**config.mk**
```make
export PLATFORM = sky130hd
export DESIGN_NAME = lifo_stack_with_match_count
export DESIGN_NICKNAME = d
export VERILOG_FILES = /design/src/hdl/lsmc_pkg.sv /design/src/hdl/lsmc_dp.sv /design/src/hdl/lsmc_ctrl.sv /design/src/hdl/lifo_stack_with_match_count.sv
export VERILOG_INCLUDE_DIRS = /design/src /design/src/hdl
export SDC_FILE = /design/constraint.sdc
export NUM_CORES = 1
export LEC_CHECK = 0
export BUFFER_PORTS_ARGS = -buffer_cell sky130_fd_sc_hd__buf_4
export CORE_MARGIN = 5
export CORE_UTILIZATION = 45
export DETAILED_ROUTE_END_ITERATION = 10
export HOLD_SLACK_MARGIN = 0.12
export MAX_ROUTING_LAYER = met4
export SYNTH_ARGS = -nofsm -noshare
export SYNTH_HDL_FRONTEND = slang
export SYNTH_SLANG_ARGS = --single-unit
export TNS_END_PERCENT = 1
```
**constraint.sdc**
```tcl
create_clock -name clk -period 14.7 [get_ports clk]
set_input_delay 2.94 -clock clk [delete_from_list [all_inputs] [get_ports clk]]
set_output_delay 2.94 -clock clk [all_outputs]
set_load 0.05 [all_outputs]
```
**src/hdl/lifo_stack_with_match_count_macros.svh**
```systemverilog
// Assertion macros shared by the stack modules.
`ifndef LIFO_STACK_WITH_MATCH_COUNT_MACROS_SVH
`define LIFO_STACK_WITH_MATCH_COUNT_MACROS_SVH

// Checks a condition at every clock edge outside reset.
`define LSMC_ASSERT_ALWAYS(label, expr, msg) \
    label: assert property (@(posedge clk) disable iff (!rst_n) (expr)) \
        else $error(msg);

// Checks a same-cycle implication outside reset.
`define LSMC_ASSERT_IMPL(label, ante, cons, msg) \
    label: assert property (@(posedge clk) disable iff (!rst_n) (ante) |-> (cons)) \
        else $error(msg);

// Checks that a condition is followed by another in the next cycle.
`define LSMC_ASSERT_NEXT(label, ante, cons, msg) \
    label: assert property (@(posedge clk) disable iff (!rst_n) (ante) |=> (cons)) \
        else $error(msg);

`endif

```
**src/hdl/lsmc_pkg.sv**
```systemverilog
// Types and codes shared by the stack controller, datapath and top level.
package lsmc_pkg;

    localparam int DEPTH_DEFAULT = 8;

    // Operation codes.
    localparam logic [1:0] OP_PUSH  = 2'd0;
    localparam logic [1:0] OP_POP   = 2'd1;
    localparam logic [1:0] OP_COUNT = 2'd2;
    localparam logic [1:0] OP_DUMP  = 2'd3;

    // Status codes.
    localparam logic [1:0] ST_OK      = 2'd0;
    localparam logic [1:0] ST_FULL    = 2'd1;
    localparam logic [1:0] ST_EMPTY   = 2'd2;
    localparam logic [1:0] ST_NOMATCH = 2'd3;

    // Memory read address selection.
    localparam logic [1:0] RD_NONE  = 2'd0;
    localparam logic [1:0] RD_TOP   = 2'd1;
    localparam logic [1:0] RD_FIRST = 2'd2;
    localparam logic [1:0] RD_NEXT  = 2'd3;

    // Result payload selection.
    localparam logic [1:0] OUT_ZERO = 2'd0;
    localparam logic [1:0] OUT_MEM  = 2'd1;
    localparam logic [1:0] OUT_HITS = 2'd2;

    typedef struct packed {
        logic [1:0]         operation;
        logic signed [31:0] value;
    } req_t;

    typedef struct packed {
        logic [1:0]         status;
        logic signed [31:0] data;
        logic [3:0]         match_count;
        logic [3:0]         fill_level;
        logic               last;
    } res_t;

    typedef struct packed {
        logic       load;
        logic       push;
        logic       pop;
        logic       step;
        logic [1:0] rd_sel;
        logic       emit;
        logic [1:0] out_sel;
        logic [1:0] status;
        logic       last;
    } cmd_t;

    typedef struct packed {
        logic empty;
        logic full;
        logic at_top;
        logic hit_any;
    } sts_t;

endpackage

```
**src/hdl/lsmc_dp.sv**
```systemverilog
// Stack datapath: entry memory, fill level, scan index, match counter and result register.
`include "lifo_stack_with_match_count_macros.svh"

module lsmc_dp #(
    parameter int DEPTH = lsmc_pkg::DEPTH_DEFAULT
) (
    input  logic          clk,
    input  logic          rst_n,
    input  lsmc_pkg::req_t request,
    input  lsmc_pkg::cmd_t cmd,
    output lsmc_pkg::sts_t sts,
    output lsmc_pkg::res_t result,
    output logic          result_strobe
);

    localparam int AW = $clog2(DEPTH);
    localparam int LW = $clog2(DEPTH + 1);
    localparam int EW = LW + 4;

    logic [31:0]        stack_mem [DEPTH];
    logic [31:0]        rd_data_reg;
    logic [AW-1:0]      rd_addr;
    logic               rd_en;

    logic [LW-1:0]      level_reg, level_next;
    logic [AW-1:0]      idx_reg, idx_next;
    logic [LW-1:0]      hits_reg, hits_next;
    logic signed [31:0] value_reg, value_next;
    lsmc_pkg::res_t     result_reg, result_next;
    logic               strobe_reg;

    logic               eq;
    logic [LW-1:0]      hits_total;
    logic [EW-1:0]      hits_ext;
    logic [EW-1:0]      level_ext;

    assign eq         = (rd_data_reg == value_reg);
    assign hits_total = hits_reg + LW'(eq);
    assign hits_ext   = EW'(hits_total);
    assign level_ext  = EW'(level_next);

    assign sts.empty   = (level_reg == '0);
    assign sts.full    = (level_reg == LW'(DEPTH));
    assign sts.at_top  = ((LW'(idx_reg) + LW'(1)) == level_reg);
    assign sts.hit_any = (hits_total != '0);

    always_comb
    begin
        rd_en   = 1'b1;
        rd_addr = '0;
        unique case (cmd.rd_sel)
            lsmc_pkg::RD_TOP:   rd_addr = AW'(level_reg - LW'(1));
            lsmc_pkg::RD_FIRST: rd_addr = '0;
            lsmc_pkg::RD_NEXT:  rd_addr = idx_reg + AW'(1);
            default:            rd_en   = 1'b0;
        endcase
    end

    always_comb
    begin
        level_next = level_reg;
        if (cmd.push)
        begin
            level_next = level_reg + LW'(1);
        end
        else if (cmd.pop)
        begin
            level_next = level_reg - LW'(1);
        end
    end

    always_comb
    begin
        idx_next   = idx_reg;
        hits_next  = hits_reg;
        value_next = value_reg;
        if (cmd.load)
        begin
            idx_next   = '0;
            hits_next  = '0;
            value_next = request.value;
        end
        else if (cmd.step)
        begin
            idx_next  = idx_reg + AW'(1);
            hits_next = hits_total;
        end
    end

    always_comb
    begin
        result_next             = '0;
        result_next.status      = cmd.status;
        result_next.fill_level  = level_ext[3:0];
        result_next.last        = cmd.last;
        unique case (cmd.out_sel)
            lsmc_pkg::OUT_MEM:  result_next.data        = rd_data_reg;
            lsmc_pkg::OUT_HITS: result_next.match_count = hits_ext[3:0];
            default:            result_next.data        = '0;
        endcase
    end

    always_ff @(posedge clk)
    begin
        if (cmd.push)
        begin
            stack_mem[AW'(level_reg)] <= request.value;
        end
    end

    always_ff @(posedge clk)
    begin
        if (rd_en)
        begin
            rd_data_reg <= stack_mem[rd_addr];
        end
    end

    always_ff @(posedge clk or negedge rst_n)
    begin
        if (!rst_n)
        begin
            level_reg  <= '0;
            strobe_reg <= 1'b0;
        end
        else
        begin
            level_reg  <= level_next;
            strobe_reg <= cmd.emit;
        end
    end

    always_ff @(posedge clk)
    begin
        idx_reg   <= idx_next;
        hits_reg  <= hits_next;
        value_reg <= value_next;
        if (cmd.emit)
        begin
            result_reg <= result_next;
        end
    end

    assign result        = result_reg;
    assign result_strobe = strobe_reg;

    `LSMC_ASSERT_ALWAYS(a_level_bound, level_reg <= LW'(DEPTH), "fill level above depth")
    `LSMC_ASSERT_IMPL(a_push_room, cmd.push, !sts.full && !cmd.pop, "push into a full stack")
    `LSMC_ASSERT_NEXT(a_emit_strobe, cmd.emit, result_strobe, "emitted item has no strobe")

endmodule

```
**src/hdl/lsmc_ctrl.sv**
```systemverilog
// Stack controller: accepts requests and sequences pop, count scan and dump.
`include "lifo_stack_with_match_count_macros.svh"

module lsmc_ctrl (
    input  logic           clk,
    input  logic           rst_n,
    input  logic           start,
    input  logic [1:0]     operation,
    input  lsmc_pkg::sts_t sts,
    output lsmc_pkg::cmd_t cmd,
    output logic           busy
);

    localparam logic [1:0] S_IDLE = 2'd0;
    localparam logic [1:0] S_POP  = 2'd1;
    localparam logic [1:0] S_SCAN = 2'd2;
    localparam logic [1:0] S_DUMP = 2'd3;

    logic [1:0] state_reg, state_next;

    assign busy = (state_reg != S_IDLE);

    always_comb
    begin
        cmd        = '0;
        state_next = state_reg;
        unique case (state_reg)
            S_IDLE:
            begin
                if (start)
                begin
                    cmd.load = 1'b1;
                    cmd.last = 1'b1;
                    unique case (operation)
                        lsmc_pkg::OP_PUSH:
                        begin
                            cmd.emit = 1'b1;
                            if (sts.full)
                            begin
                                cmd.status = lsmc_pkg::ST_FULL;
                            end
                            else
                            begin
                                cmd.push   = 1'b1;
                                cmd.status = lsmc_pkg::ST_OK;
                            end
                        end
                        lsmc_pkg::OP_POP:
                        begin
                            if (sts.empty)
                            begin
                                cmd.emit   = 1'b1;
                                cmd.status = lsmc_pkg::ST_EMPTY;
                            end
                            else
                            begin
                                cmd.pop    = 1'b1;
                                cmd.rd_sel = lsmc_pkg::RD_TOP;
                                state_next = S_POP;
                            end
                        end
                        lsmc_pkg::OP_COUNT:
                        begin
                            if (sts.empty)
                            begin
                                cmd.emit   = 1'b1;
                                cmd.status = lsmc_pkg::ST_NOMATCH;
                            end
                            else
                            begin
                                cmd.rd_sel = lsmc_pkg::RD_FIRST;
                                state_next = S_SCAN;
                            end
                        end
                        lsmc_pkg::OP_DUMP:
                        begin
                            if (sts.empty)
                            begin
                                cmd.emit   = 1'b1;
                                cmd.status = lsmc_pkg::ST_EMPTY;
                            end
                            else
                            begin
                                cmd.rd_sel = lsmc_pkg::RD_FIRST;
                                state_next = S_DUMP;
                            end
                        end
                    endcase
                end
            end
            S_POP:
            begin
                cmd.emit    = 1'b1;
                cmd.status  = lsmc_pkg::ST_OK;
                cmd.out_sel = lsmc_pkg::OUT_MEM;
                cmd.last    = 1'b1;
                state_next  = S_IDLE;
            end
            S_SCAN:
            begin
                // One stored entry is compared per cycle, bottom to top.
                if (sts.at_top)
                begin
                    cmd.emit    = 1'b1;
                    cmd.status  = sts.hit_any ? lsmc_pkg::ST_OK : lsmc_pkg::ST_NOMATCH;
                    cmd.out_sel = lsmc_pkg::OUT_HITS;
                    cmd.last    = 1'b1;
                    state_next  = S_IDLE;
                end
                else
                begin
                    cmd.step   = 1'b1;
                    cmd.rd_sel = lsmc_pkg::RD_NEXT;
                end
            end
            S_DUMP:
            begin
                cmd.emit    = 1'b1;
                cmd.status  = lsmc_pkg::ST_OK;
                cmd.out_sel = lsmc_pkg::OUT_MEM;
                cmd.last    = sts.at_top;
                if (sts.at_top)
                begin
                    state_next = S_IDLE;
                end
                else
                begin
                    cmd.step   = 1'b1;
                    cmd.rd_sel = lsmc_pkg::RD_NEXT;
                end
            end
        endcase
    end

    always_ff @(posedge clk or negedge rst_n)
    begin
        if (!rst_n)
        begin
            state_reg <= S_IDLE;
        end
        else
        begin
            state_reg <= state_next;
        end
    end

    `LSMC_ASSERT_NEXT(a_pop_one_cycle, state_reg == S_POP, state_reg == S_IDLE, "pop did not finish")
    `LSMC_ASSERT_IMPL(a_accept_acts, (state_reg == S_IDLE) && start, cmd.emit || (state_next != S_IDLE), "accepted item ignored")
    `LSMC_ASSERT_IMPL(a_idle_quiet, (state_reg == S_IDLE) && !start, !cmd.emit && !cmd.push && !cmd.pop, "activity with no item")

endmodule

```
**src/hdl/lifo_stack_with_match_count.sv**
```systemverilog
// Top level of the LIFO stack with match counting.
// A request item (operation, value) is taken at a clock edge where start is high and busy is
// low. Results appear on result for one cycle each, marked by result_strobe; the receiver
// cannot stall them and must take every one.
// Push, and any request that hits a full or empty stack, gives one result in the cycle after
// acceptance and leaves busy low, so such items may be issued every cycle.
// Pop reads the top entry on acceptance, then gives its result from the pop state (busy while in it).
// Count compares one stored entry per cycle through the single read port of the entry
// memory, bottom to top: its result comes once the top entry has been compared.
// Dump gives one result per stored entry, bottom to top, in consecutive cycles once the
// first entry has been read, with last set on the top entry.
// A new item may be accepted in the cycle in which the final result of the previous one is
// shown. Every result carries the fill level after the request, in four bits.
// Reset empties the stack; entry memory contents are not cleared and need no clearing pass.
module lifo_stack_with_match_count #(
    parameter int DEPTH = lsmc_pkg::DEPTH_DEFAULT
) (
    input  logic           clk,
    input  logic           rst_n,
    input  logic           start,
    output logic           busy,
    input  lsmc_pkg::req_t request,
    output lsmc_pkg::res_t result,
    output logic           result_strobe
);

    lsmc_pkg::cmd_t cmd;
    lsmc_pkg::sts_t sts;

    lsmc_ctrl u_ctrl (
        .clk       (clk),
        .rst_n     (rst_n),
        .start     (start),
        .operation (request.operation),
        .sts       (sts),
        .cmd       (cmd),
        .busy      (busy)
    );

    lsmc_dp #(
        .DEPTH (DEPTH)
    ) u_dp (
        .clk           (clk),
        .rst_n         (rst_n),
        .request       (request),
        .cmd           (cmd),
        .sts           (sts),
        .result        (result),
        .result_strobe (result_strobe)
    );

endmodule

```
==> flow_summary.yaml <==
placement:
  dp_hpwl_um: 17000
  place_congestion: 0.774
  portBuffers: 81
  dp.cells: 1356
worst_setup_path:
  end_kind: "flip-flop"
  crit_chain: "buf_4 -> inv_1 -> ha_1 -> nand4bb_1 -> a211oi_1 -> o21ai_0 -> nand2_4 -> buf_4 -> buf_4 -> mux2i_1 -> mux2i_1 -> mux2_2"
  crit_required_ps: 14970
  cp_slowest_cell: "buf_4"
  r2r-start: "u_dp.level_reg[0]$_DFF_PN0_"
  critical_path_class: "in -> reg"
  path_delay_family: "buffers and inverters"
  critical_path.max_stage_delay_ps: 810
  cp-startpoint: "request[33]"
  cp.arrival_ps: 7050
  crit_fanout: 53
  startpoint_type: "primary input"
  cp_num_buf_inv: 4
  cp.depth: 12
  r2r_cells: 11
  crit_top_cell: "buf_4"
clock_tree:
  cts-resized-gates: 0
  htreeDepth: 2
  clock_path_buffers: 3
  cts_hold_buf: 0
  cts_tree: "done"
  clk_transition_reported_paths_ps: 60
  cts_setup_buffers: 0
  insertion_delay_ps: 530
  numCtsBuffers: 39
  root_buffer: "clkbuf_16"
  clock_sinks: 377
sta:
  final-setup-viol-count: 0
  rsz0062_at_grt: "no"
  finalHoldViolCount: 0
  setup_tns_ps: 0
  worst_pin_slew_ps: 1130
  period_share_pct: 46.1
  maxSlewHeadroom_pct: 24.5
  slew_viol_final: 0
  fmax_ghz: 0.147
  skew_ps: 17.7
  finalCriticalPeriod_ps: 6780
yosys:
  synthMuxAreaShare_pct: 14.8
  synth_xor_area_share_pct: 2.48
  ys_top_cells_by_area: "edfxtp_1, mux2i_1, mux2_2, xor2_1, and2_1"
  ys_seq_area_share_pct: 73.7
  netlist_area_mm2: 0.0152
  synth-compound-area-share_pct: 2.00
  synth_top_family_by_area: "multiplexers"
  synth_area_leader_cell: "edfxtp_1"
  synthSimpleGateAreaFrac_pct: 3.80
  synth_cells: 848
  synthFlopType: "edfxtp_1"
  syn-num-nets: 896
  async_flop_share_pct: 1.86
  synth_top_area_share_pct: 71.7
  yosysWarnings: 0
  synth.avg_cell_area_um2: 17.9
  ys_types: 47
  synth_fa_ha_area_share_pct: 0.905
  yosys_register_bits: 377
  synth_edf_count: 363
global_route:
  antenna_found_initial: 1
  overflow: 0
  grt_first_pass_wirelength_um: 46800
  first_global_vias: 7689
  globalRouteTotalUtil_pct: 16.7
  grt_max_degree: 54
floorplanning:
  core_mm2: 0.0334
  start_util_pct: 45.5
  die_w_um: 194
  die-area_mm2: 0.0376
  ios: 82
  rows: 67
  die_h_um: 194
routing:
  drt_first_pass_iters: 5
  drc: 0
  routed_wl_um: 30700
  viasPerCell: 5.19
  vias: 7389
  drtAntennaViolNets: 0
  drt-initial-drc-count: 462
  wl_per_cell_um: 21.5
cells_and_area:
  drive_gt1_share_pct: 20.2
  nFillCells: 2705
  syn2layout_area_growth_pct: 14.6
  largest_reg_flops: 256
  nets: 997
  final_util_pct: 52.1
  layout.cells.non_filler: 1424
power:
  max-vdd-ir-drop_mv: 0.225
  power_density_mw_per_mm2: 253
  p_leak_nw: 6.44
min_path:
  min_path_type: "reg -> reg"
  whs_path_depth: 2
  hold_start: "u_dp.hits_reg[0]$_SDFFE_PP0P_"
status:
  status: "finished clean"
flow_run:
  maxCapViolations: 0
path summary, 6_finish.rpt:
check | slack [ps] | end
hold reg to reg | 470 | u_dp.hits_reg[0]$_SDFFE_PP0P_
min in group asynchronous | 2210 | u_dp.level_reg[1]$_DFF_PN0_
setup / recovery | 7920 | u_dp.rd_data_reg[1]$_DFFE_PP_
hold / removal | 470 | u_dp.hits_reg[0]$_SDFFE_PP0P_
max in group asynchronous | 12340 | u_ctrl.state_reg[0]$_DFFE_PN0P_
setup reg to reg | 9810 | u_dp.rd_data_reg[1]$_DFFE_PP_
synth_stat cells (6+ instances only):
library cell / instances
a21oi_1: 9
mux2_2: 33
nand3_1: 7
nor4_1: 10
buf_2: 10
edfxtp_1: 363
clkbuf_1: 6
dfrtp_1: 7
o21ai_0: 10
nand2_1: 21
xor2_1: 38
buf_4: 13
ha_1: 11
mux2i_1: 188
inv_1: 8
and2_1: 35
nor2_1: 19
buf_12: 6
dfxtp_1: 7
where the power goes:
group | internal [W] | total [W] | switching [W]
Combinational | 0.000827 | 0.00196 | 0.00113
Sequential | 0.00144 | 0.00155 | 0.000106
Clock | 0.000515 | 0.000902 | 0.000387
Total | 0.00278 | 0.00441 | 0.00163
worst register-to-register path: cells and delay by family, from the launching register on:
family,cells,cell delay (ps)
adders and majority gates,1,300
buffers and inverters,3,1770
AOI/OAI and AO/OA,2,560
DFF,1,540
muxes,3,750
and+or+nand+nor,2,710
placed cells by master (no fill, tap or decap), types with 6 or more instances in the layout:
cell type / instances
mux2_2: 33
dfxtp_1: 7
clkbuf_1: 9
clkbuf_16: 40
mux2i_1: 188
edfxtp_1: 363
xor2_1: 38
clkinv_2: 7
buf_4: 97
nand3_1: 7
inv_1: 7
clkinv_1: 8
o21ai_0: 10
a21oi_1: 9
nor2_1: 16
nand2_1: 20
and2_1: 35
dfrtp_1: 6
nor4_1: 9
ha_1: 11
metrics by stage:
stage | cell area [um2] | hold WS [ps] | setup WS [ps] | power, W
6_report | 17400 | 473 | 7920 | 0.00441
5_1_grt | 17400 | 494 | 7580 | 0.00465
4_1_cts | 17400 | 467 | 7930 | 0.00448
3_5_place_dp | 16300 | 460 | 7390 | 0.00357
3_3_place_gp | 16300 | 450 | 7490 | 0.00355
2_1_floorplan | 15200 | 441 | 7740 | 0.00321
area by class of cell:
class / instances / area [um2] / area share [%]
Tap cell: 448 / 561 / 3.22
Clock inverter: 18 / 120 / 0.689
Timing Repair Buffer: 97 / 728 / 4.18
Inverter: 8 / 30.0 / 0.172
Antenna cell: 1 / 2.50 / 0.0144
Multi-Input combinational cell: 426 / 3730 / 21.4
Sequential cell: 377 / 11200 / 64.4
Clock buffer: 49 / 1030 / 5.94
layer usage:
layer	global-route usage, %	vias to the layer above	wire length [um]
met5	-	-	0
met4	3.98	0	532
met3	3.16	33	1480
met2	27.1	156	15000
met1	22.1	3748	13700
li1	-	3452	-
cell families after synthesis:
| group | count (synthesis) |
|---|---|
| buffers and inverters | 45 |
| adder cells (fa/ha/maj) | 11 |
| AO/OA/AOI/OAI | 42 |
| AND/OR/NAND/NOR | 109 |
| multiplexers | 221 |
| XOR/XNOR | 43 |
| flip-flops | 377 |
Note: power is estimated with default switching activity, not from simulation.
